===== src/design/vva_pkg.sv =====
// Shared types, widths and codes for the fixed-point vector ALU.
`timescale 1ns / 1ps
package vva_pkg;

	localparam int WORD_BITS = 32;
	localparam int FRAC_BITS = 16;
	localparam int LANES     = 4;
	localparam int ROOT_BITS = WORD_BITS + 1;
	localparam int RAD_BITS  = 2 * WORD_BITS + 2;
	localparam int DIV_BITS  = WORD_BITS + FRAC_BITS + 2;
	localparam int DIV_STEPS = FRAC_BITS + 1;

	localparam logic [3:0] FN_NORM4 = 4'd0;
	localparam logic [3:0] FN_NORM3 = 4'd1;
	localparam logic [3:0] FN_LEN   = 4'd2;
	localparam logic [3:0] FN_LENSQ = 4'd3;
	localparam logic [3:0] FN_DOT   = 4'd4;
	localparam logic [3:0] FN_ADD   = 4'd5;
	localparam logic [3:0] FN_SUB   = 4'd6;
	localparam logic [3:0] FN_MUL   = 4'd7;
	localparam logic [3:0] FN_SCALE = 4'd8;
	localparam logic [3:0] FN_MIN   = 4'd9;
	localparam logic [3:0] FN_MAX   = 4'd10;

	localparam logic [1:0] ST_OK   = 2'd0;
	localparam logic [1:0] ST_SAT  = 2'd1;
	localparam logic [1:0] ST_ZERO = 2'd2;

	typedef logic [WORD_BITS-1:0] word_t;

	localparam word_t WMAX = {1'b0, {(WORD_BITS-1){1'b1}}};
	localparam word_t WMIN = {1'b1, {(WORD_BITS-1){1'b0}}};

	typedef struct packed {
		logic  sat;
		word_t val;
	} rsat_t;

	typedef struct packed {
		logic signed [2*WORD_BITS-1:0] prod;
		word_t                         elem;
		logic                          esat;
		word_t                         mag;
		logic                          neg;
	} lane_t;

	typedef struct packed {
		logic [3:0]              func;
		word_t [LANES-1:0]       r;
		word_t                   rs;
		logic                    sat;
		logic                    zero;
		word_t [LANES-1:0]       mag;
		logic [LANES-1:0]        neg;
	} pay_t;

	// round to nearest (ties up), drop fraction, clamp to word range
	function automatic rsat_t rnd_sat(input logic signed [RAD_BITS-1:0] v);
		logic signed [RAD_BITS-1:0] t;
		rsat_t res;
		t = v + $signed(RAD_BITS'(1) << (FRAC_BITS - 1));
		t = t >>> FRAC_BITS;
		if ((&t[RAD_BITS-1:WORD_BITS-1]) || !(|t[RAD_BITS-1:WORD_BITS-1])) begin
			res.sat = 1'b0;
			res.val = t[WORD_BITS-1:0];
		end else begin
			res.sat = 1'b1;
			res.val = t[RAD_BITS-1] ? WMIN : WMAX;
		end
		return res;
	endfunction

endpackage


===== src/design/vva_lane.sv =====
// One component lane: multiplier, elementwise add/sub/min/max, magnitude.
`timescale 1ns / 1ps
module vva_lane (
	input  logic          clk,
	input  logic [3:0]    func,
	input  vva_pkg::word_t a,
	input  vva_pkg::word_t b,
	input  vva_pkg::word_t sc,
	output vva_pkg::lane_t q
);
	import vva_pkg::*;

	word_t                         op2;
	logic signed [WORD_BITS:0]     s;
	lane_t                         ln;
	lane_t                         lane_s1;

	always_comb begin
		if (func inside {FN_SCALE})
			op2 = sc;
		else if (func inside {FN_DOT, FN_MUL})
			op2 = b;
		else
			op2 = a;

		if (func == FN_SUB)
			s = $signed({a[WORD_BITS-1], a}) - $signed({b[WORD_BITS-1], b});
		else
			s = $signed({a[WORD_BITS-1], a}) + $signed({b[WORD_BITS-1], b});

		ln.prod = $signed(a) * $signed(op2);
		ln.esat = 1'b0;
		case (func)
			FN_ADD, FN_SUB: begin
				ln.esat = s[WORD_BITS] != s[WORD_BITS-1];
				ln.elem = ln.esat ? (s[WORD_BITS] ? WMIN : WMAX) : s[WORD_BITS-1:0];
			end
			FN_MIN: ln.elem = ($signed(a) < $signed(b)) ? a : b;
			FN_MAX: ln.elem = ($signed(a) > $signed(b)) ? a : b;
			default: ln.elem = '0;
		endcase
		ln.neg = a[WORD_BITS-1];
		ln.mag = a[WORD_BITS-1] ? (~a + 1'b1) : a;
	end

	always_ff @(posedge clk) begin
		lane_s1 <= ln;
	end

	assign q = lane_s1;

endmodule


===== config.mk =====
export PLATFORM = sky130hd
export DESIGN_NAME = vva_lane
export DESIGN_NICKNAME = d
export VERILOG_FILES = /design/src/design/vva_pkg.sv /design/src/design/vva_lane.sv
export SDC_FILE = /design/constraint.sdc
export NUM_CORES = 2
export LEC_CHECK = 0
export BUFFER_PORTS_ARGS = -buffer_cell sky130_fd_sc_hd__clkbuf_2
export CORE_ASPECT_RATIO = 1.1
export CORE_UTILIZATION = 60
export DETAILED_ROUTE_END_ITERATION = 10
export GPL_ROUTABILITY_DRIVEN = 0
export GPL_TIMING_DRIVEN = 0
export PLACE_DENSITY = 0.78
export RECOVER_POWER = 25
export SKIP_CTS_REPAIR_TIMING = 1
export SLEW_MARGIN = 30
export SYNTH_ARGS = -nofsm -noshare
export SYNTH_HDL_FRONTEND = slang
export SYNTH_SLANG_ARGS = --single-unit

===== constraint.sdc =====
create_clock -name clk -period 12.3 [get_ports clk]
set_clock_uncertainty 0.1 [all_clocks]
set_input_delay 1.23 -clock clk [delete_from_list [all_inputs] [get_ports clk]]
set_output_delay 1.23 -clock clk [all_outputs]
set_load 0.005 [all_outputs]

# After elaboration in Yosys (flattened, before gate mapping)
# Cells that the tools add are included.
[word_totals]
ff_bits = 130
in_bits = 101
out_inout_bits = 130
word_cells = 32
[classes]
addsub = 3
multipliers = 1
order_cmp = 2
eq_ne = 8
mux = 9
bitwise = 1
n_reduce_logical = 2
[op_table]
columns = ["operator", "count"]
rows = [
  ["$mux W32", 6],
  ["$pmux W32 S3", 1],
  ["$mul A32 B32 Y64", 1],
  ["$add A32 B32 Y33", 1],
  ["$mux W33", 1],
  ["$sub A32 B32 Y33", 1],
  ["$add A32 B1 Y32 const B", 1],
  ["$gt A32 B32 Y1", 1],
  ["$lt A32 B32 Y1", 1],
  ["$not A32 Y32", 1],
  ["$mux W31", 1],
  ["$eq A4 B3 Y1 const B", 4],
  ["$eq A4 B4 Y1 const B", 3],
  ["$reduce_bool A2 Y1", 1],
  ["$reduce_or A2 Y1", 1],
  ["$ne A1 B1 Y1", 1],
]

# Depth between registers and ports, before layout
[depth]
depth_word = 5
mapped_depth = 35
depth_no_buf = 33

# Worst setup path after synthesis
# OpenSTA, ideal clock, no wires.
[synth_timing]
kind = "input to register"
startpoint = "input func[1]"
endpoint = "register lane_s1 (netlist bit q[129])"
setup_ns = 0.121
arrival_time_ns = 9.759
setup_slack_ns = 2.320
stages = 34
cell_sequence = "xor2_1 > nor2_1 > clkbuf_1 > mux2i_1 > o21ai_0 > clkbuf_1 > nand2_1 > inv_1 > fa_1 > inv_1 > fa_1 > inv_1 > fa_1 > fa_1 > inv_1 > fa_1 > inv_1 > fa_1 > fa_1 > inv_1 > fa_1 > inv_1 > ha_1 > clkbuf_1 > a21o_1 > a21o_1 > a21oi_1 > nor2b_1 > a31oi_1 > a21bo_2 > o211a_1 > o21ai_0 > a21oi_1 > xnor2_1"
[synth_rtl]
columns = ["element", "line_no", "source"]
rows = [
  ["start, declared", "vva_lane.sv:5", "input logic [3:0] func,"],
  ["end signal, assigned", "vva_lane.sv:47", "lane_s1 <= ln;"],
  ["end, declared", "vva_lane.sv:16", "lane_t lane_s1;"],
]

==> out/qor.csv <==
stage,metric,value,unit
run_status,outcome,"finished, violations left",
run_status,failing checks,DRC,
route,DRT Wirelength,151000,µm
yosys,Synth Warn #,0,
yosys,"EDFF count, synth",0,
clock_tree,clk root buf,clkbuf_16,
route,Vias,37100,
yosys,"top cells by area, synth","fa_1 (49%), inv_1 (8.7%), and2_1 (7.4%)",
timing,Tcrit/Tclk final,99.0,%
global_route,initial antenna violation count,15,
yosys,Synth Register Bits,130,
clock_tree,Num CTS Buffers,17,
yosys,Mapped Avg Cell Area,9.04,µm²
global_route,GR Overflow Total,0,
global_route,first-pass GRT wire length,228000,µm
yosys,synth cell count leaders,"fa_1 (1,084), inv_1 (1,025), nand2_1 (616), and2_1 (521), clkbuf_1 (284)",
clock_tree,H-tree depth,4,
route,DRT Pass-1 Iters,11,
cells_and_area,area grow syn2layout,6.81,%
worst_setup_path,Worst EP required,12.58,ns
timing,top achievable clock speed,82.1,MHz
die,io pins,231,
timing,Max Slew Vio Count,0,
route,DR WL/cell,24.6,µm
worst_setup_path,CP startpoint kind,primary input,
timing,setup ws final,0.123,ns
route,initial drt markers,4374,
clock_tree,TritonCTS clock tree,yes,
timing,Final Setup Violations,0,
clock_tree,Num Clock Sinks,130,
timing,endpoints failing hold,0,
cells_and_area,multi-input gate area in the final layout,36800,µm²
yosys,"FFs w/ async S/R, synth",0,%
timing,RSZ-0062 raised after global routing,false,
cells_and_area,max reg flops,130,
worst_setup_path,critical path's slowest cell,o21ai_1,
worst_setup_path,CP arrival,12.46,ns
yosys,top-count cell post-synth,fa_1,
die,Horiz. Die Dim,261,µm
placement,hpwl dp,125000,µm
global_route,GRT Util Overall,41.8,%
clock_tree,CTS Buffer Depth,2,
yosys,Synth area leader,fa_1,
timing,Final min period,12.18,ns
cells_and_area,layout cells sized above 1,5.57,%
die,Die Y,287,µm
yosys,Synth cell types,76,
global_route,largest net degree at the start of global routing,23,
yosys,Yosys top cell area share,49.0,%
route,DRT antenna net count,0,
die,Initial Util,60.6,%
cells_and_area,Final #Nets,6587,
timing,Least-Margin Pin Slew,1.11,ns
timing,relative slew slack,25.8,%
die,Rows,104,
placement,pre-CTS setup slack,-0.254,ns
worst_setup_path,kind of critical path,in2reg,
cells_and_area,Fill cells,6000,
yosys,Synth Flop Type,dfxtp_1,
yosys,Syn Inst Count,4898,
placement,buffers added on ports,230,
worst_setup_path,Crit path top cell by count,fa_1,
cells_and_area,Storage cell area,2600,µm²
yosys,register area share after synthesis,5.87,%
worst_setup_path,critical-path maximum fanout,10,
yosys,Synth Cell Area,44300,µm²
route,DRC,10,
worst_hold_path,Hold Path Class,in2reg,
yosys,Syn Nets,6332,
die,Core Area,73100,µm²
clock_tree,"Clk pin slew, worst setup/hold paths",0.08,ns
die,die area,74900,µm²
worst_setup_path,crit end category,flip-flop,
run,Max Cap Violations,0,
route,DR vias/cell,6.05,
worst_setup_path,CP max stage delay,0.88,ns
global_route,vias in the first global route,38300,
==> kinds of logic (layout without fill, tap and decap cells) <==
family | after synthesis | in the layout | synth area share [%]
buf+inv | 1316 | 1584 | 11.2
compound gates | 524 | 524 | 7.49
fa+ha+maj | 1333 | 1333 | 56.0
xor+xnor | 131 | 131 | 2.59
mux | 36 | 36 | 0.816
flops | 130 | 130 | 5.87
other cells | 0 | 10 | 0
simple gates | 1428 | 1428 | 16.0
==> per-layer routing <==
metal | vias up | part of all wire (%) | wire [µm] | GRT usage, %
met5 | - | 0.048 | 72 | 0.388
met4 | 10 | 9.6 | 14500 | 31.4
met3 | 887 | 14 | 20900 | 14.5
met2 | 2867 | 43 | 64900 | 61.4
met1 | 18200 | 33 | 50300 | 50.7
li1 | 15100 | - | - | -
==> layout by cell type, fill, tap and decap left out, drive strengths merged, types with 34 or more instances in the layout <==
| master | count |
|---|---|
| a21o | 48 |
| a21oi | 137 |
| a22oi | 34 |
| and2 | 521 |
| clkbuf | 529 |
| dfxtp | 130 |
| fa | 1084 |
| ha | 249 |
| inv | 1033 |
| mux2i | 35 |
| nand2 | 616 |
| nor2 | 126 |
| o21ai | 138 |
| o21bai | 38 |
| xnor2 | 106 |
==> stage by stage <==
stage | util [%] | setup TNS (ns) | hold WS [ns] | cells | instance area, µm²
2_1_floorplan | - | 0 | 1.16 | 4898 | 44300
3_3_place_gp | 63.8 | -10.83 | 1.28 | 6082 | 46600
3_5_place_dp | 63.9 | -0.992 | 1.28 | 6088 | 46700
4_1_cts | 64.7 | 0 | 0.749 | 6120 | 47300
5_1_grt | 64.7 | 0 | 0.780 | 6122 | 47300
6_report | 64.7 | 0 | 0.774 | 6130 | 47300
==> critical path, delay by kind of cell <==
family | cells | cell delay, ns
AOI/OAI and AO/OA | 6 | 2.44
xor gates and xnor gates | 1 | 0.19
adders and majority gates | 9 | 4.54
buffers and inverters | 8 | 1.66
muxes | 1 | 0.16
and+or+nand+nor | 8 | 2.21
==> worst paths after layout <==
| kind | startpoint | to | slack (ns) | cells after the start |
|---|---|---|---|---|
| max | func[1] | q[122] | 0.12 | 33 |
| min | a[0] | q[1] | 0.77 | 1 |
==> final cells by class <==
| type | count | area share, % |
|---|---|---|
| clock buffers | 18 | 0.907 |
| clock inverters | 14 | 0.249 |
| plain buffers | 290 | 2.36 |
| repair buffers | 236 | 2.44 |
| inverters | 1026 | 8.14 |
| flip-flops and latches | 130 | 5.50 |
| well taps | 954 | 2.52 |
| diodes | 10 | 0.0529 |
| multi-input cells | 3452 | 77.8 |
Power is left out: the tool's default activity adds up to more than one toggle a clock period on the data nets, which glitch-free logic cannot reach.
