--- src/design/vva_pkg.sv ---
// Shared types, widths and codes for the fixed-point vector ALU.
`timescale 1ns / 1ps
package vva_pkg;

	localparam int WORD_BITS = 32;
	localparam int FRAC_BITS = 16;
	localparam int LANES     = 4;
	localparam int ROOT_BITS = WORD_BITS + 1;
	localparam int RAD_BITS  = 2 * WORD_BITS + 2;
	localparam int DIV_BITS  = WORD_BITS + FRAC_BITS + 2;
	localparam int DIV_STEPS = FRAC_BITS + 1;

	localparam logic [3:0] FN_NORM4 = 4'd0;
	localparam logic [3:0] FN_NORM3 = 4'd1;
	localparam logic [3:0] FN_LEN   = 4'd2;
	localparam logic [3:0] FN_LENSQ = 4'd3;
	localparam logic [3:0] FN_DOT   = 4'd4;
	localparam logic [3:0] FN_ADD   = 4'd5;
	localparam logic [3:0] FN_SUB   = 4'd6;
	localparam logic [3:0] FN_MUL   = 4'd7;
	localparam logic [3:0] FN_SCALE = 4'd8;
	localparam logic [3:0] FN_MIN   = 4'd9;
	localparam logic [3:0] FN_MAX   = 4'd10;

	localparam logic [1:0] ST_OK   = 2'd0;
	localparam logic [1:0] ST_SAT  = 2'd1;
	localparam logic [1:0] ST_ZERO = 2'd2;

	typedef logic [WORD_BITS-1:0] word_t;

	localparam word_t WMAX = {1'b0, {(WORD_BITS-1){1'b1}}};
	localparam word_t WMIN = {1'b1, {(WORD_BITS-1){1'b0}}};

	typedef struct packed {
		logic  sat;
		word_t val;
	} rsat_t;

	typedef struct packed {
		logic signed [2*WORD_BITS-1:0] prod;
		word_t                         elem;
		logic                          esat;
		word_t                         mag;
		logic                          neg;
	} lane_t;

	typedef struct packed {
		logic [3:0]              func;
		word_t [LANES-1:0]       r;
		word_t                   rs;
		logic                    sat;
		logic                    zero;
		word_t [LANES-1:0]       mag;
		logic [LANES-1:0]        neg;
	} pay_t;

	// round to nearest (ties up), drop fraction, clamp to word range
	function automatic rsat_t rnd_sat(input logic signed [RAD_BITS-1:0] v);
		logic signed [RAD_BITS-1:0] t;
		rsat_t res;
		t = v + $signed(RAD_BITS'(1) << (FRAC_BITS - 1));
		t = t >>> FRAC_BITS;
		if ((&t[RAD_BITS-1:WORD_BITS-1]) || !(|t[RAD_BITS-1:WORD_BITS-1])) begin
			res.sat = 1'b0;
			res.val = t[WORD_BITS-1:0];
		end else begin
			res.sat = 1'b1;
			res.val = t[RAD_BITS-1] ? WMIN : WMAX;
		end
		return res;
	endfunction

endpackage

--- src/design/vva_div.sv ---
// Pipelined restoring divider for one normalize lane, signed result.
`timescale 1ns / 1ps
module vva_div (
	input  logic                           clk,
	input  logic [vva_pkg::DIV_BITS-1:0]   num,
	input  logic [vva_pkg::ROOT_BITS-1:0]  den,
	input  logic                           neg,
	output vva_pkg::word_t                 quo
);
	import vva_pkg::*;

	logic [DIV_BITS-1:0]  rem_q [1:DIV_STEPS];
	logic [DIV_STEPS-1:0] q_q   [1:DIV_STEPS];
	logic [ROOT_BITS-1:0] den_q [1:DIV_STEPS];
	logic                 neg_q [1:DIV_STEPS];
	word_t                qw;

	// quotient never exceeds 2^FRAC_BITS, so FRAC_BITS+1 bits suffice
	for (genvar k = 0; k < DIV_STEPS; k++) begin : g_step
		localparam int B = FRAC_BITS - k;
		logic [DIV_BITS-1:0]  rin;
		logic [DIV_STEPS-1:0] qin;
		logic [ROOT_BITS-1:0] din;
		logic                 nin;
		logic [DIV_BITS-1:0]  trial;

		if (k == 0) begin : g_first
			assign rin = num;
			assign qin = '0;
			assign din = den;
			assign nin = neg;
		end else begin : g_next
			assign rin = rem_q[k];
			assign qin = q_q[k];
			assign din = den_q[k];
			assign nin = neg_q[k];
		end

		assign trial = DIV_BITS'(din) << B;

		always_ff @(posedge clk) begin
			den_q[k+1] <= din;
			neg_q[k+1] <= nin;
			if (rin >= trial) begin
				rem_q[k+1] <= rin - trial;
				q_q[k+1]   <= qin | (DIV_STEPS'(1) << B);
			end else begin
				rem_q[k+1] <= rin;
				q_q[k+1]   <= qin;
			end
		end
	end

	assign qw  = WORD_BITS'(q_q[DIV_STEPS]);
	assign quo = neg_q[DIV_STEPS] ? (~qw + 1'b1) : qw;

endmodule

--- config.mk ---
export PLATFORM = sky130hd
export DESIGN_NAME = vva_div
export DESIGN_NICKNAME = d
export VERILOG_FILES = /design/src/design/vva_pkg.sv /design/src/design/vva_div.sv
export SDC_FILE = /design/constraint.sdc
export NUM_CORES = 2
export LEC_CHECK = 0
export ABC_AREA = 0
export BUFFER_PORTS_ARGS = -buffer_cell sky130_fd_sc_hd__buf_4
export CAP_MARGIN = 20
export CORE_ASPECT_RATIO = 1.2
export CORE_MARGIN = 2
export CORE_UTILIZATION = 50
export DETAILED_ROUTE_END_ITERATION = 7
export PLACE_DENSITY = 0.74
export SLEW_MARGIN = 20
export SYNTH_ARGS = -nofsm -noshare
export SYNTH_HDL_FRONTEND = slang
export SYNTH_SLANG_ARGS = --single-unit
export TNS_END_PERCENT = 30
--- constraint.sdc ---
create_clock -name clk -period 3.7 [get_ports clk]
set_input_delay 0.185 -clock clk [delete_from_list [all_inputs] [get_ports clk]]
set_output_delay 0.185 -clock clk [all_outputs]
set_load 0.05 [all_outputs]
* Yosys cells after proc, flatten, opt, wreduce, memory -nomap -nowiden
Memories as Yosys holds them, arrays and structs flattened. Cells that the tools add are included.
Word-level totals: bits of input ports 85, bits in writable memories 1717, output and inout bits 32, memories 4, flip-flop bits (word level) 0
Cells by class: bitwise operators 35, $add $sub $neg 18, multiplexer cells 86, order comparisons 17
Memory list:
- rem_q | words 17, bits a word 50, rd ports 16, clocked after Yosys merged registers in 0, wr ports 17, RTL line vva_div.sv:12 | logic [DIV_BITS-1:0] rem_q [1:DIV_STEPS];
- den_q | words 17, bits a word 33, rd ports 16, clocked after Yosys merged registers in 0, wr ports 17, RTL line vva_div.sv:14 | logic [ROOT_BITS-1:0] den_q [1:DIV_STEPS];
- q_q | words 17, bits a word 17, rd ports 17, clocked after Yosys merged registers in 0, wr ports 17, RTL line vva_div.sv:13 | logic [DIV_STEPS-1:0] q_q [1:DIV_STEPS];
- neg_q | words 17, bits a word 1, rd ports 17, clocked after Yosys merged registers in 0, wr ports 17, RTL line vva_div.sv:15 | logic neg_q [1:DIV_STEPS];
Operators by type and width (count):
- 50-bit two-way mux | 17
- 17-bit two-way mux | 17
- 1-bit two-way mux | 51
- 50-bit by 33-bit >= comparator with 1-bit output | 1
- 50-bit by 34-bit >= comparator with 1-bit output | 1
- 50-bit by 35-bit >= comparator with 1-bit output | 1
- 50-bit by 36-bit >= comparator with 1-bit output | 1
- 50-bit by 37-bit >= comparator with 1-bit output | 1
- 50-bit by 38-bit >= comparator with 1-bit output | 1
- 50-bit by 39-bit >= comparator with 1-bit output | 1
- 50-bit by 40-bit >= comparator with 1-bit output | 1
- 50-bit by 41-bit >= comparator with 1-bit output | 1
- 50-bit by 42-bit >= comparator with 1-bit output | 1
- 50-bit by 43-bit >= comparator with 1-bit output | 1
- 50-bit by 44-bit >= comparator with 1-bit output | 1
- 50-bit by 45-bit >= comparator with 1-bit output | 1
- 50-bit by 46-bit >= comparator with 1-bit output | 1
- 50-bit by 47-bit >= comparator with 1-bit output | 1
- 50-bit by 48-bit >= comparator with 1-bit output | 1
- 50-bit by 49-bit >= comparator with 1-bit output | 1
- 50-bit by 33-bit subtractor with 50-bit output | 1
- 50-bit by 34-bit subtractor with 50-bit output | 1
- 50-bit by 35-bit subtractor with 50-bit output | 1
- 50-bit by 36-bit subtractor with 50-bit output | 1
- 17 further kinds | 50

* Depth between registers and ports, before layout
An unclocked memory read counts as a cell.
depth after elaboration 5, depth in mapped cells 17

* Worst setup path after synthesis
Ideal clock, no wire load.
path kind register to register, start register, netlist name rem_q[0][506], end register, netlist name rem_q[0][557], path buffers 2, stages on the path, launching flop included 16, path slack 158 ps, arrival time 3421 ps, data required time 3579 ps, cell sequence dfxtp_1 -> inv_1 -> ha_1 -> inv_1 -> fa_1 -> a21o_1 -> a21oi_1 -> o21ai_0 -> a221oi_1 -> o31ai_1 -> a21oi_1 -> a21oi_1 -> nor2b_1 -> clkbuf_1 -> clkbuf_1 -> mux2_2

==> results.cfg <==
[pwr]
peakVddDrop_uv = 573
clkPwrFrac_pct = 20.4
p_per_area_mw_per_mm2 = 905
power_frac_comb_pct = 48.0
p_sw_w = 0.0288
p_seq_share_pct = 31.6
p_sw_share_pct = 38.3
power.leakage_nw = 38.2
internal_power_w = 0.0465

[cts]
clock_path_buffers = 3
numCtsBuffers = 149
cts-root-buf = clkbuf_16
cts_tree = done
clkTransAtPathRegs_ns = 0.06
clkSinkCount = 1498
clock_latency_ns = 0.81
htree_levels = 4

[synth]
syn_area_mm2 = 0.0692
synth_fp_nets = 8353
synth_most_common_cell = dfxtp_1
yosys_warnings = 0
synth_edf_count = 0
synth_top_area_cell = dfxtp_1
synth.top_cell.area_share_pct = 43.4
syn_inst = 7690
synth_area_leaders = dfxtp_1 (43%), ha_1 (10%), a21oi_1 (5.1%), xnor2_1 (4.4%), inv_1 (3.9%)
synth_seq_cells = 1498
ys_seq_area_share_pct = 43.4
ys.flop_type = dfxtp_1
yosysUniqueCellTypes = 94
async_flop_share_pct = 0
synth_commonest_cells = dfxtp_1 (1498), inv_1 (712), a21oi_1 (699)
syn_area_per_cell_um2 = 9.00

[sta]
layout_setup_ws_ns = 0.0352
drv_slew = 0
rsz0062_at_grt = yes
fin_tns_setup_ns = 0
period_share_pct = 99.0
timing.fmax_mhz = 273
worst_slew_pin_slew_ns = 0.990
fin_crit_ns = 3.66
finClkSkew_ns = 0.0456
finalSetupViolCount = 0
relSlewSlack_pct = 32.3
hold_viol_final = 0

[finish]
area_delta_synth_final_pct = 20.4
fin_nets = 9111
final_cell_area_mm2 = 0.0833
drive_gt1_share_pct = 13.8

[floorplanning]
coreArea_mm2 = 0.137
die_area_mm2 = 0.141
fp.dieW_um = 344
start_util_pct = 50.3
fp-row-count = 149
die_h_um = 411
io_pins = 117

[placement]
gp_congestion = 1.01
placed_area_mm2 = 0.0759
io_buffers = 116
dpl_worst_slack_ns = -0.557
post-dp-hpwl_um = 138000

[grt]
antenna_found_initial = 0
gr-total-overflow = 0
grt_max_degree = 65
grt_pass1_wl_um = 280000
grt_pass1_vias = 58058
grt.total_usage_pct = 24.6

[setup_path]
cp.required_ns = 4.36
critPathLaunchType = register
cp_max_fo = 4
crit_type = register to register
end_kind = register
cp.arrival_ns = 4.32

[hold_path]
hold_class = input pin to register

[route]
drt-initial-drc-count = 2722
viasPerCell = 5.41
wl_per_cell_um = 17.2
ant_nets = 0
drt-pass1-iter-count = 6
drc = 0
finalWirelength_um = 179000
vias = 56161

[run]
max_cap_violations = 0

[run_status]
status = finished, final reports clean
-- path summary, 6_finish.rpt --
| kind | slack, ns | from | endpoint | depth (start not counted) |
|---|---|---|---|---|
| worst max-delay path | 0.04 | den_q[0][102] | rem_q[0][241] | 14 |
| worst min-delay path | 0.06 | den[14] | den_q[0][47] | 2 |
| worst max register to register | 0.04 | den_q[0][102] | rem_q[0][241] | 14 |
| worst min register to register | 0.30 | q_q[0][133] | q_q[0][150] | 0 |
-- stage by stage --
stage          util (%)  hold WS [ns]  total power, W  instances
2_1_floorplan         -         0.213          0.0479       7690
3_3_place_gp       55.3         0.290          0.0580       9965
3_5_place_dp       55.3         0.297          0.0586       9965
4_1_cts            60.0      0.000212          0.0745      10352
5_1_grt            60.6        0.0372          0.0806      10372
6_report           60.6        0.0605          0.0754      10373
-- cells by family after synthesis --
family	share of synthesized area [%]
AO/OA/AOI/OAI	18.7
XOR/XNOR	7.67
adder cells (fa/ha/maj)	10.6
buffers and inverters	5.14
flip-flops	43.4
multiplexers	1.33
AND/OR/NAND/NOR	13.2
-- sequential cells by signal (all words and copies together) (netlist names) --
register  count
den_q       528
neg_q        17
q_q         153
rem_q       800
-- layer usage --
metal | vias up | wire length [µm] | track usage, %
li1 | 28155 | - | -
met1 | 26057 | 60700 | 21.2
met2 | 1294 | 97200 | 49.8
met3 | 655 | 4830 | 2.95
met4 | 0 | 15800 | 19.3
met5 | - | 0 | 0
-- final cells by class --
cell class	count	area, µm²
timing repair buffer	819	6770
inverter	715	2690
sequential	1498	30000
clock buffer	205	4190
tap	1812	2270
clock inverter	58	952
multi-input combinational	5265	36400
antenna	1	2.50
fill	11323	54100
-- critical path: stages (launching register included) --
cell	delay, ns
dfxtp_1	0.34
inv_1	0.05
ha_1	0.30
buf_4	0.16
o21a_1	0.16
o31a_1	0.11
o21ai_0	0.16
buf_4	0.15
or4b_2	0.65
nand3_2	0.13
and4b_2	0.31
nor3b_1	0.08
o21a_1	0.24
or4_1	0.48
a41o_1	0.22
-- cells in the final DEF (no fill, tap or decap), types with 72 or more instances in the layout --
| cell type | Yosys | layout |
|---|---|---|
| buf_4 | 4 | 667 |
| o21ai_0 | 515 | 495 |
| a21oi_1 | 699 | 684 |
| nand2b_1 | 72 | 72 |
| o21a_1 | 77 | 77 |
| o21bai_1 | 85 | 84 |
| inv_1 | 712 | 712 |
| nand3_1 | 115 | 111 |
| clkbuf_16 | 0 | 152 |
| dfxtp_1 | 1498 | 1497 |
| xor2_1 | 258 | 258 |
| nor2_1 | 515 | 512 |
| mux2_2 | 80 | 80 |
| dlygate4sd3_1 | 0 | 122 |
| a21o_1 | 331 | 331 |
| nand4_1 | 113 | 113 |
| nand2_1 | 579 | 579 |
| nor2b_1 | 82 | 78 |
| xnor2_1 | 348 | 348 |
| ha_1 | 562 | 561 |
| nor3_1 | 96 | 91 |
-- power by group through the flow --
| stage | combinational [W] | clock, W | sequential, W |
|---|---|---|---|
| final | 0.0362 | 0.0154 | 0.0238 |
| after global routing | 0.0400 | 0.0164 | 0.0243 |
| after CTS | 0.0351 | 0.0157 | 0.0237 |
| after detailed placement | 0.0346 | 0 | 0.0240 |
| after global placement | 0.0340 | 0 | 0.0240 |
| after floorplan | 0.0249 | 0 | 0.0230 |
-- what timing repair did --
item / 4_1_cts / 5_1_grt
resized for setup: 30 / 147
cloned: 0 / 3
buffers inserted: 2 / 18
pin swaps: 3 / 32
endpoints found under the hold margin: 85 / 0
hold buffers: 122 / 0
endpoints found under the setup margin: 173 / 378
No activity file was read; power rests on OpenSTA's default activity.
