`src/design/vva_pkg.sv`:
```
// Shared types, widths and codes for the fixed-point vector ALU.
`timescale 1ns / 1ps
package vva_pkg;

	localparam int WORD_BITS = 32;
	localparam int FRAC_BITS = 16;
	localparam int LANES     = 4;
	localparam int ROOT_BITS = WORD_BITS + 1;
	localparam int RAD_BITS  = 2 * WORD_BITS + 2;
	localparam int DIV_BITS  = WORD_BITS + FRAC_BITS + 2;
	localparam int DIV_STEPS = FRAC_BITS + 1;

	localparam logic [3:0] FN_NORM4 = 4'd0;
	localparam logic [3:0] FN_NORM3 = 4'd1;
	localparam logic [3:0] FN_LEN   = 4'd2;
	localparam logic [3:0] FN_LENSQ = 4'd3;
	localparam logic [3:0] FN_DOT   = 4'd4;
	localparam logic [3:0] FN_ADD   = 4'd5;
	localparam logic [3:0] FN_SUB   = 4'd6;
	localparam logic [3:0] FN_MUL   = 4'd7;
	localparam logic [3:0] FN_SCALE = 4'd8;
	localparam logic [3:0] FN_MIN   = 4'd9;
	localparam logic [3:0] FN_MAX   = 4'd10;

	localparam logic [1:0] ST_OK   = 2'd0;
	localparam logic [1:0] ST_SAT  = 2'd1;
	localparam logic [1:0] ST_ZERO = 2'd2;

	typedef logic [WORD_BITS-1:0] word_t;

	localparam word_t WMAX = {1'b0, {(WORD_BITS-1){1'b1}}};
	localparam word_t WMIN = {1'b1, {(WORD_BITS-1){1'b0}}};

	typedef struct packed {
		logic  sat;
		word_t val;
	} rsat_t;

	typedef struct packed {
		logic signed [2*WORD_BITS-1:0] prod;
		word_t                         elem;
		logic                          esat;
		word_t                         mag;
		logic                          neg;
	} lane_t;

	typedef struct packed {
		logic [3:0]              func;
		word_t [LANES-1:0]       r;
		word_t                   rs;
		logic                    sat;
		logic                    zero;
		word_t [LANES-1:0]       mag;
		logic [LANES-1:0]        neg;
	} pay_t;

	// round to nearest (ties up), drop fraction, clamp to word range
	function automatic rsat_t rnd_sat(input logic signed [RAD_BITS-1:0] v);
		logic signed [RAD_BITS-1:0] t;
		rsat_t res;
		t = v + $signed(RAD_BITS'(1) << (FRAC_BITS - 1));
		t = t >>> FRAC_BITS;
		if ((&t[RAD_BITS-1:WORD_BITS-1]) || !(|t[RAD_BITS-1:WORD_BITS-1])) begin
			res.sat = 1'b0;
			res.val = t[WORD_BITS-1:0];
		end else begin
			res.sat = 1'b1;
			res.val = t[RAD_BITS-1] ? WMIN : WMAX;
		end
		return res;
	endfunction

endpackage

```
`src/design/vva_merge.sv`:
```
// Merge stage: sums lane products, rounds, picks per-op results.
`timescale 1ns / 1ps
module vva_merge (
	input  logic                            clk,
	input  logic [3:0]                      func,
	input  vva_pkg::lane_t [vva_pkg::LANES-1:0] ln,
	output logic [vva_pkg::RAD_BITS-1:0]    rad,
	output vva_pkg::pay_t                   pay
);
	import vva_pkg::*;

	logic [RAD_BITS-1:0]        sq;
	logic signed [RAD_BITS-1:0] dot;
	logic signed [RAD_BITS-1:0] pe [LANES];
	rsat_t                      mr [LANES];
	rsat_t                      sqr;
	rsat_t                      dtr;
	pay_t                       p;
	logic [RAD_BITS-1:0]        rad_s2;
	pay_t                       pay_s2;

	always_comb begin
		for (int i = 0; i < LANES; i++) begin
			pe[i] = {{(RAD_BITS-2*WORD_BITS){ln[i].prod[2*WORD_BITS-1]}}, ln[i].prod};
			mr[i] = rnd_sat(pe[i]);
		end
		// squares are nonnegative, so the signed extension is also the unsigned value
		sq = pe[0] + pe[1] + pe[2] + ((func == FN_NORM4) ? pe[3] : '0);
		dot = pe[0] + pe[1] + pe[2];
		sqr = rnd_sat($signed(sq));
		dtr = rnd_sat(dot);

		p.func = func;
		p.r    = '0;
		p.rs   = '0;
		p.sat  = 1'b0;
		p.zero = (sq == '0);
		for (int i = 0; i < LANES; i++) begin
			p.mag[i] = ln[i].mag;
			p.neg[i] = ln[i].neg;
		end
		case (func)
			FN_ADD, FN_SUB, FN_MIN, FN_MAX: begin
				for (int i = 0; i < 3; i++) begin
					p.r[i] = ln[i].elem;
					p.sat  = p.sat | ln[i].esat;
				end
			end
			FN_MUL, FN_SCALE: begin
				for (int i = 0; i < 3; i++) begin
					p.r[i] = mr[i].val;
					p.sat  = p.sat | mr[i].sat;
				end
			end
			FN_LENSQ: begin
				p.rs  = sqr.val;
				p.sat = sqr.sat;
			end
			FN_DOT: begin
				p.rs  = dtr.val;
				p.sat = dtr.sat;
			end
			default: ;
		endcase
	end

	always_ff @(posedge clk) begin
		rad_s2 <= sq;
		pay_s2 <= p;
	end

	assign rad = rad_s2;
	assign pay = pay_s2;

endmodule

```
`config.mk`:
```
export PLATFORM = sky130hd
export DESIGN_NAME = vva_merge
export DESIGN_NICKNAME = d
export VERILOG_FILES = /design/src/design/vva_pkg.sv /design/src/design/vva_merge.sv
export SDC_FILE = /design/constraint.sdc
export NUM_CORES = 1
export LEC_CHECK = 0
export ABC_AREA = 1
export BUFFER_PORTS_ARGS = -buffer_cell sky130_fd_sc_hd__buf_2
export CAP_MARGIN = 10
export CORE_AREA = 2 2 344 346
export CTS_BUF_LIST = sky130_fd_sc_hd__clkbuf_16
export CTS_CLUSTER_DIAMETER = 40
export DETAILED_ROUTE_END_ITERATION = 12
export DIE_AREA = 0 0 346 348
export GPL_ROUTABILITY_DRIVEN = 1
export PLACE_DENSITY = 0.54
export SETUP_SLACK_MARGIN = 0.3
export SYNTH_ARGS = -nofsm -noshare
export SYNTH_HDL_FRONTEND = slang
export SYNTH_SLANG_ARGS = --single-unit
```
`constraint.sdc`:
```
create_clock -name clk -period 7.9 [get_ports clk]
set_input_delay 1.58 -clock clk [delete_from_list [all_inputs] [get_ports clk]]
set_output_delay 1.58 -clock clk [all_outputs]
set_load 0.02 [all_outputs]
```
Word level (Yosys, flattened, before mapping)
Index checks and enable logic that the tools add are counted.
Operators by class
  $add $sub $neg: 10
  $mul: 0
  divide/modulo/power cells: 0
  magnitude comparators: 0
  equality and inequality tests: 8
  shifts and indexed selects: 0
  multiplexer cells: 14
  bitwise logic cells: 4
  reduce and logical (&&, ||, !) cells: 24
Operators by type and width (number)
  adder 64 x 17 -> 65 bit, second input constant: 3
  one-hot mux 96 bit (2 select lines): 1
  two-way mux 33 bit: 5
  two-way mux 32 bit: 5
  adder 65 x 64 -> 66 bit: 2
  adder 66 x 17 -> 66 bit, second input constant: 2
  adder 64 x 64 -> 65 bit: 2
  AND reduction 19 bit: 5
  OR reduction 19 bit: 5
  adder 66 bit: 1
  zero test 66 bit: 1
  two-way mux 66 bit: 1
  one-hot mux 32 bit (2 select lines): 1
  == test 4 x 3 -> 1 bit, second input constant: 4
  == test 4 bit, second input constant: 3
  zero test 1 bit: 5
  logical OR 1 bit: 5
  == test 4 x 2 -> 1 bit, second input constant: 1
  zero test 4 bit: 1
  bitwise OR 1 bit: 4
  one-hot mux 1 bit (4 select lines): 1
  OR reduction 4 bit: 1
  OR reduction 2 bit: 1
Word-level totals
  register bits after elaboration: 332
  bits in latches: 0
  memory bits (writable): 0
  memory bits (read-only): 0
  bits of input ports: 525
  output and inout bits: 364
  word-level logic and storage cells: 73
  memories kept: 0

Depth between registers and ports, before layout
Gate-level depths: netlist (run 1).
  depth in word-level cells: 9
  gate-level depth with buffers: 38
  mapped depth without buffers: 36

Least setup slack after synthesis (run 1)
No wires, ideal clock.
  path kind: input port to flip-flop
  from: in func[1]
  to: reg pay_s2 (netlist bit pay[146])
  setup time: 0.114 ns
  arrival time: 6.014 ns
  data required time: 7.786 ns
  setup slack: 1.772 ns
  cell stages on the path: 35
  path buffers: 2
  path through: nor2_1 > nand2_1 > clkbuf_1 > inv_1 > nand2_1 > fa_1 > inv_1 > ha_1 > fa_1 > nand3_1 > nand3_2 > nand2_1 > nand2_1 > nand2_1 > nand3_1 > nand2_1 > ha_1 > inv_1 > nor2_1 > nand3_2 > nor2_2 > nand3_2 > nor2_2 > nand3_1 > o21ai_1 > nand2_1 > nor2_1 > nand2_1 > nor2_1 > nand3_2 > nand2_2 > buf_6 > nand2_1 > nand3_1 > nand2_1
RTL lines
  from (decl): RTL line vva_merge.sv:5  | input logic [3:0] func,
  to (signal assigned): RTL line vva_merge.sv:69  | pay_s2 <= p;
  to (decl): RTL line vva_merge.sv:20  | pay_t pay_s2;

==> flow_summary_export.csv, run 1 <==
group,metric,value,unit
route,antenna_violating_nets_left,0,
floorplan,floorplan.initialDensity,26.2,%
timing,slew_violations,0,
worst_setup_path,crit_fanout,31,
run_status,run_status,"finished clean",
timing,final_hold_viol_count,0,
worst_setup_path,criticalPathCategory,"primary input to flip-flop",
floorplan,ioPinCount,889,
synth,post_synth.cell_area_avg,6.36,um2
placement,place.port_buffers,823,
placement,placer_congestion_estimate,1.01,
synth,synth_cell_types,56,
route,drt_iter0_markers,3039,
global_route,first_global_vias,33300,
route,vias,35100,
synth,sequential_share_of_the_synthesized_area,21.7,%
worst_setup_path,crit_path_start_kind,"primary input",
global_route,grt_use_total,27.0,%
global_route,global_route_wire_length_before_repair,234,mm
synth,number_of_enable_type_register_cells_in_the_synthesized_netlist,0,
hold_path,whs_path_depth,1,
synth,yosysWarningCount,0,
floorplan,placeableCoreArea,117000,um2
worst_setup_path,critical_path_arrival,7.59,ns
clocking,clk_pin_slew,0.06,ns
run,cap_viol_max_count,0,
clocking,post-cts-setup-buffer-count,0,
synth,synthTopCellsByArea,"sky130_fd_sc_hd__dfxtp_1 (22%), sky130_fd_sc_hd__nand2_1 (17%), sky130_fd_sc_hd__inv_1 (9.8%)",
power_and_ir_drop,leakage,20.2,nW
timing,relSlewSlack,21.4,%
clocking,h-tree-depth,2,
power_and_ir_drop,p_total,10.4,mW
floorplan,design.die.area,120000,um2
synth,synthArstFlopShare,0,%
final_layout,final_area,38700,um2
clocking,clockRootBuffer,"sky130_fd_sc_hd__clkbuf_16",
timing,min_tclk_post_route,7.08,ns
power_and_ir_drop,ir_drop,0.186,mV
placement,placed_cell_area,36600,um2
timing,setup_repair_after_global_routing_missed_its_margin,"no",
synth,synth-main-ff-cell,"sky130_fd_sc_hd__dfxtp_1",
final_layout,area_growth_synth_to_finish,26.3,%
power_and_ir_drop,power_density,269,nW/um2
clocking,clock_buffer_count_from_cts,60,
timing,maximum_operating_frequency,141,MHz
placement,post-dp-hpwl,152,mm
timing,worst-slew-pin-transition,1.17,ns
hold_path,worst_hold_path_ep,"pay[21]$_DFF_P_",
timing,fin_tns_setup,0,ns
synth,most_area_hungry_cell_type_in_the_yosys_netlist,"sky130_fd_sc_hd__dfxtp_1",
clocking,quantity_of_gates_resized_following_cts,0,
hold_path,min_path_type,"primary input to flip-flop",
synth,synthDominantCellAreaShare,21.7,%
final_layout,fillerInstances,13300,
floorplan,rows,126,
synth,synth.cell_area,30600,um2
worst_setup_path,path_common_cell,"sky130_fd_sc_hd__nand2_1",
worst_setup_path,slowest_delay,0.49,ns
route,post_drt_wl_per_cell,23.4,um
clocking,clock_sink_count,332,
worst_setup_path,endpoint_kind,"flip-flop",
clocking,max-clock-path-buffers,3,
global_route,grt_overflow,0,
route,routed_wirelength,171,mm
timing,finalSetupViolCount,0,
final_layout,drive_above_1_share,19.8,%
worst_setup_path,timing.critical_path.slowest_stage_cell,"sky130_fd_sc_hd__fa_1",
route,firstDrtPassIters,7,
synth,synth_cells,4820,
clocking,hold_buffer_count_at_cts,0,
floorplan,chipHeight,348,um
route,detail_route.drc_violations,0,
floorplan,die_w,346,um
timing,finalCritPeriodShare,89.6,%
clocking,tritoncts_clock_tree,"yes",
worst_setup_path,required,8.41,ns
hold_path,holdCritStartpoint,"ln[18]",
synth,yosys_register_bits,332,
global_route,number_of_antenna_violations_at_the_first_check_in_global_routing,46,
global_route,grt_max_degree,77,
route,via_to_cell_ratio,4.82,
final_layout,layout.nets,6538,
-- state kept, by name, indices dropped and copies added (netlist names) --
register	count
rad	66
pay	266
-- report_power, final --
part	switching [mW]	total, mW	leakage [nW]	internal (mW)
logic	4.14	5.75	16.4	1.61
clock network	1.05	2.61	1.01	1.57
registers	0.0914	2.04	2.77	1.95
total	5.27	10.4	20.2	5.13
-- layout by cell type, fill, tap and decap left out, types with 13 or more instances in the layout --
| master | instances |
|---|---|
| sky130_fd_sc_hd__nand2_1 | 1392 |
| sky130_fd_sc_hd__buf_2 | 823 |
| sky130_fd_sc_hd__inv_1 | 804 |
| sky130_fd_sc_hd__nor2_1 | 536 |
| sky130_fd_sc_hd__dfxtp_1 | 332 |
| sky130_fd_sc_hd__nand3_1 | 258 |
| sky130_fd_sc_hd__ha_1 | 198 |
| sky130_fd_sc_hd__a21oi_1 | 175 |
| sky130_fd_sc_hd__o21ai_0 | 140 |
| sky130_fd_sc_hd__fa_1 | 128 |
| sky130_fd_sc_hd__xor2_1 | 112 |
| sky130_fd_sc_hd__nand4_1 | 110 |
| sky130_fd_sc_hd__nor3_1 | 88 |
| sky130_fd_sc_hd__clkbuf_16 | 60 |
| sky130_fd_sc_hd__o22ai_1 | 53 |
| sky130_fd_sc_hd__xnor2_1 | 51 |
| sky130_fd_sc_hd__nor2_2 | 45 |
| sky130_fd_sc_hd__nor4_1 | 38 |
| sky130_fd_sc_hd__inv_2 | 37 |
| sky130_fd_sc_hd__nand2_2 | 35 |
| sky130_fd_sc_hd__conb_1 | 32 |
| sky130_fd_sc_hd__a31oi_1 | 31 |
| sky130_fd_sc_hd__buf_4 | 26 |
| sky130_fd_sc_hd__o21ai_1 | 24 |
| sky130_fd_sc_hd__nand3_2 | 17 |
| sky130_fd_sc_hd__a21o_1 | 14 |
| sky130_fd_sc_hd__o21bai_1 | 14 |
| sky130_fd_sc_hd__diode_2 | 13 |
| sky130_fd_sc_hd__clkinv_1 | 13 |
| sky130_fd_sc_hd__clkinv_4 | 13 |
-- cell usage after synthesis (31+ instances only) --
library cell,instances
sky130_fd_sc_hd__buf_4,35
sky130_fd_sc_hd__a31oi_1,31
sky130_fd_sc_hd__fa_1,128
sky130_fd_sc_hd__nor2_2,45
sky130_fd_sc_hd__nor2_1,536
sky130_fd_sc_hd__o22ai_1,53
sky130_fd_sc_hd__dfxtp_1,332
sky130_fd_sc_hd__nor4_1,38
sky130_fd_sc_hd__nor3_1,88
sky130_fd_sc_hd__nand2_1,1393
sky130_fd_sc_hd__o21ai_0,140
sky130_fd_sc_hd__nand2_2,34
sky130_fd_sc_hd__xor2_1,112
sky130_fd_sc_hd__nand4_1,110
sky130_fd_sc_hd__inv_1,801
sky130_fd_sc_hd__inv_2,37
sky130_fd_sc_hd__a21oi_1,176
sky130_fd_sc_hd__nand3_1,258
sky130_fd_sc_hd__xnor2_1,51
sky130_fd_sc_hd__ha_1,198
-- worst max-delay path, delay by kind of cell --
kind / cells / cell delay (ns)
simple gates: 21 / 2.96
compound gates: 4 / 1.15
fa+ha+maj: 2 / 0.94
buf+inv: 6 / 0.88
-- logic make-up after synthesis --
group                      count (synthesis)  synth area share, %
AOI/OAI and AO/OA                        492                 9.02
xor gates and xnor gates                 163                 4.66
adders and majority gates                326                 16.4
buffers and inverters                    925                 11.9
DFF                                      332                 21.7
other                                      1               0.0122
and+or+nand+nor                         2581                 36.2
-- routing by layer --
metal | up-vias | part of all wire, % | global-route usage, %
met5 | - | 0.044 | 0
met4 | 12 | 4.6 | 11.0
met3 | 303 | 6.9 | 4.58
met2 | 1533 | 45 | 43.9
met1 | 16300 | 43 | 35.4
li1 | 17000 | - | -
-- layout make-up --
| cell class | count | area, um2 | area share, % |
|---|---|---|---|
| Inverter | 847 | 3180 | 8.21 |
| Tap cell | 1536 | 1920 | 4.96 |
| Antenna cell | 13 | 32.5 | 0.0840 |
| Multi-Input combinational cell | 3594 | 20500 | 52.8 |
| Clock inverter | 53 | 601 | 1.55 |
| Timing Repair Buffer | 852 | 4370 | 11.3 |
| Clock buffer | 60 | 1500 | 3.88 |
| Sequential cell | 332 | 6650 | 17.2 |
-- stage by stage --
stage / util [%] / instances / setup slack [ns] / hold WS, ns
2_1_floorplan: - / 4851 / 1.77 / 1.61
3_3_place_gp: 31.3 / 7161 / 0.392 / 1.68
3_5_place_dp: 31.3 / 7161 / 0.269 / 1.68
4_1_cts: 33.1 / 7274 / 0.922 / 0.957
5_1_grt: 33.1 / 7282 / 0.374 / 0.972
6_report: 33.1 / 7287 / 0.821 / 0.995
-- worst max path at each step --
| stage | start | to | slack, ns | cells after the start |
|---|---|---|---|---|
| 6_report | func[1] | pay[143]$_DFF_P_ | 0.82 | 33 |
| 5_1_grt | func[1] | pay[143]$_DFF_P_ | 0.37 | 36 |
| 4_1_cts | func[1] | pay[143]$_DFF_P_ | 0.92 | 36 |
| 3_5_place_dp | func[1] | pay[143]$_DFF_P_ | 0.27 | 36 |
| 3_3_place_gp | func[1] | pay[143]$_DFF_P_ | 0.39 | 36 |
| 2_1_floorplan | func[1] | pay[146]$_DFF_P_ | 1.77 | 35 |
(Power assumes the default switching activity.)
==> run 2: changes to the inputs <==
--- a/config.mk
+++ b/config.mk
@@ -14,7 +14,7 @@
 export DETAILED_ROUTE_END_ITERATION = 12
 export DIE_AREA = 0 0 346 348
 export GPL_ROUTABILITY_DRIVEN = 1
-export PLACE_DENSITY = 0.54
+export PLACE_DENSITY_LB_ADDON = 0.25
 export SETUP_SLACK_MARGIN = 0.3
 export SYNTH_ARGS = -nofsm -noshare
 export SYNTH_HDL_FRONTEND = slang
==> flow_summary_export.csv, run 2 (same netlist as run 1, synthesis figures left out) <==
group,metric,value,unit
floorplan,floorplan.initialDensity,26.2,%
power_and_ir_drop,p_int,5.18,mW
clocking,clock_sink_count,332,
floorplan,chipHeight,348,um
timing,finalCritPeriodShare,87.4,%
final_layout,largest_register_ff_count,266,
clocking,tritoncts_clock_tree,"yes",
global_route,number_of_antenna_violations_at_the_first_check_in_global_routing,39,
clocking,clock_buffer_count_from_cts,58,
clocking,clockRootBuffer,"sky130_fd_sc_hd__clkbuf_16",
floorplan,die_w,346,um
timing,fin_tns_setup,0,ns
final_layout,drive_above_1_share,19.8,%
final_layout,fillerInstances,13400,
power_and_ir_drop,logic_gate_share_of_total_power,54.8,%
timing,slew_violations,0,
route,drt_iter0_markers,2847,
final_layout,multi_input_gate_area,20500,um2
worst_setup_path,crit_fanout,31,
worst_setup_path,required,8.40,ns
global_route,global_route_wire_length_before_repair,235,mm
route,firstDrtPassIters,7,
power_and_ir_drop,p_total,10.5,mW
route,detail_route.drc_violations,0,
timing,maximum_operating_frequency,145,MHz
worst_setup_path,path_common_cell,"sky130_fd_sc_hd__nand2_1",
worst_setup_path,criticalPathCategory,"primary input to flip-flop",
floorplan,design.die.area,120000,um2
worst_setup_path,endpoint_kind,"flip-flop",
route,routed_wirelength,170,mm
timing,min_tclk_post_route,6.90,ns
clocking,h-tree-depth,2,
clocking,hold_buffer_count_at_cts,0,
worst_setup_path,slowest_delay,0.48,ns
floorplan,placeableCoreArea,117000,um2
run_status,run_status,"finished clean",
hold_path,min_path_type,"primary input to flip-flop",
final_layout,area_growth_synth_to_finish,26.5,%
placement,place_inst,7163,
clocking,max-clock-path-buffers,3,
final_layout,layout.nets,6538,
power_and_ir_drop,ir_drop,0.166,mV
final_layout,layout.area.seq,6650,um2
power_and_ir_drop,power_switching_share,50.4,%
clocking,post-cts-setup-buffer-count,0,
power_and_ir_drop,power_density,270,nW/um2
global_route,grt_use_total,27.1,%
placement,placer_congestion_estimate,1.04,
timing,worst-slew-pin-transition,1.02,ns
worst_setup_path,worst_setup_path_startpoint,"func[1]",
final_layout,final_cell_mix,"sky130_fd_sc_hd__nand2_1 (1,392), sky130_fd_sc_hd__buf_2 (823), sky130_fd_sc_hd__inv_1 (804)",
placement,place.port_buffers,823,
power_and_ir_drop,clock_power_share,25.6,%
floorplan,ioPinCount,889,
clocking,quantity_of_gates_resized_following_cts,0,
final_layout,number_of_standard_cells_in_the_final_layout_excluding_fillers,7289,
run,cap_viol_max_count,0,
route,antenna_violating_nets_left,0,
placement,post-dp-hpwl,153,mm
route,via_to_cell_ratio,4.82,
power_and_ir_drop,leakage,20.2,nW
global_route,grt_overflow,0,
timing,setup_repair_after_global_routing_missed_its_margin,"no",
power_and_ir_drop,p_seq_share,19.5,%
worst_setup_path,worstSetupEndpoint,"pay[138]$_DFF_P_",
worst_setup_path,crit_path_start_kind,"primary input",
worst_setup_path,critical_path_arrival,7.40,ns
global_route,first_global_vias,33500,
placement,dpl_worst_slack,0.426,ns
route,vias,35100,
route,post_drt_wl_per_cell,23.4,um
timing,finalSetupViolCount,0,
floorplan,rows,126,
final_layout,mostFrequentLayoutCell,"sky130_fd_sc_hd__nand2_1",
clocking,clk_pin_slew,0.06,ns
power_and_ir_drop,switchingPower,5.27,mW
timing,relSlewSlack,32.1,%
global_route,grt_max_degree,88,
timing,final_hold_viol_count,0,
worst_setup_path,timing.critical_path.slowest_stage_cell,"sky130_fd_sc_hd__fa_1",
timing,setup_ws,0.997,ns
run 2: cell count changes in the layout (fill, tap and decap cells not counted), sizes merged:
cell,previous run,this run
inv,849,855
buf,852,854
diode,13,16
clkinvlp,6,9
clkinv,41,28
bufinv,4,7
clkbuf,60,58
run 2: power groups by stage:
stage	Sequential, mW	Combinational, mW	Clock (mW)
5_1_grt	2.06	6.19	2.81
6_report	2.04	5.73	2.68
4_1_cts	2.05	5.64	2.73
3_5_place_dp	2.08	5.62	0
3_3_place_gp	2.08	5.62	0
2_1_floorplan	2.39	3.06	0
run 2: final cells by class:
type / count / area share (%)
diodes: 16 / 0.103
clock buffers: 58 / 3.75
clock inverters: 52 / 1.71
inverters: 847 / 8.20
multi-input cells: 3594 / 52.8
flip-flops and latches: 332 / 17.2
well taps: 1536 / 4.96
repair buffers: 854 / 11.3
run 2: per-layer routing:
| layer | global-route usage [%] | wire length [um] |
|---|---|---|
| met5 | 0 | 66 |
| met4 | 12.4 | 8370 |
| met1 | 35.8 | 74200 |
| met3 | 4.23 | 11400 |
| met2 | 43.4 | 76400 |
run 2: critical path: cells and delay by family:
family | cells | cell delay [ns]
simple gates | 25 | 3.57
fa+ha+maj | 3 | 1.08
buf+inv | 7 | 0.85
xor+xnor | 1 | 0.24
run 2: worst min path at each step:
stage	from	endpoint	slack [ns]	cells after the start
final	ln[407]	pay[116]$_DFF_P_	0.99	1
after detailed placement	ln[419]	pay[128]$_DFF_P_	1.68	1
after floorplan	ln[0]	pay[0]$_DFF_P_	1.61	0
after global placement	ln[414]	pay[123]$_DFF_P_	1.68	1
after CTS	ln[400]	pay[109]$_DFF_P_	0.96	1
after global routing	ln[260]	pay[2]$_DFF_P_	0.96	1
run 2: per-stage QoR:
| step | hold WS [ns] | area [um2] | utilization [%] |
|---|---|---|---|
| 2_1_floorplan | 1.61 | 30800 | - |
| 3_3_place_gp | 1.68 | 36600 | 31.3 |
| 3_5_place_dp | 1.68 | 36600 | 31.3 |
| 4_1_cts | 0.956 | 38700 | 33.1 |
| 5_1_grt | 0.960 | 38700 | 33.1 |
| 6_report | 0.994 | 38800 | 33.1 |
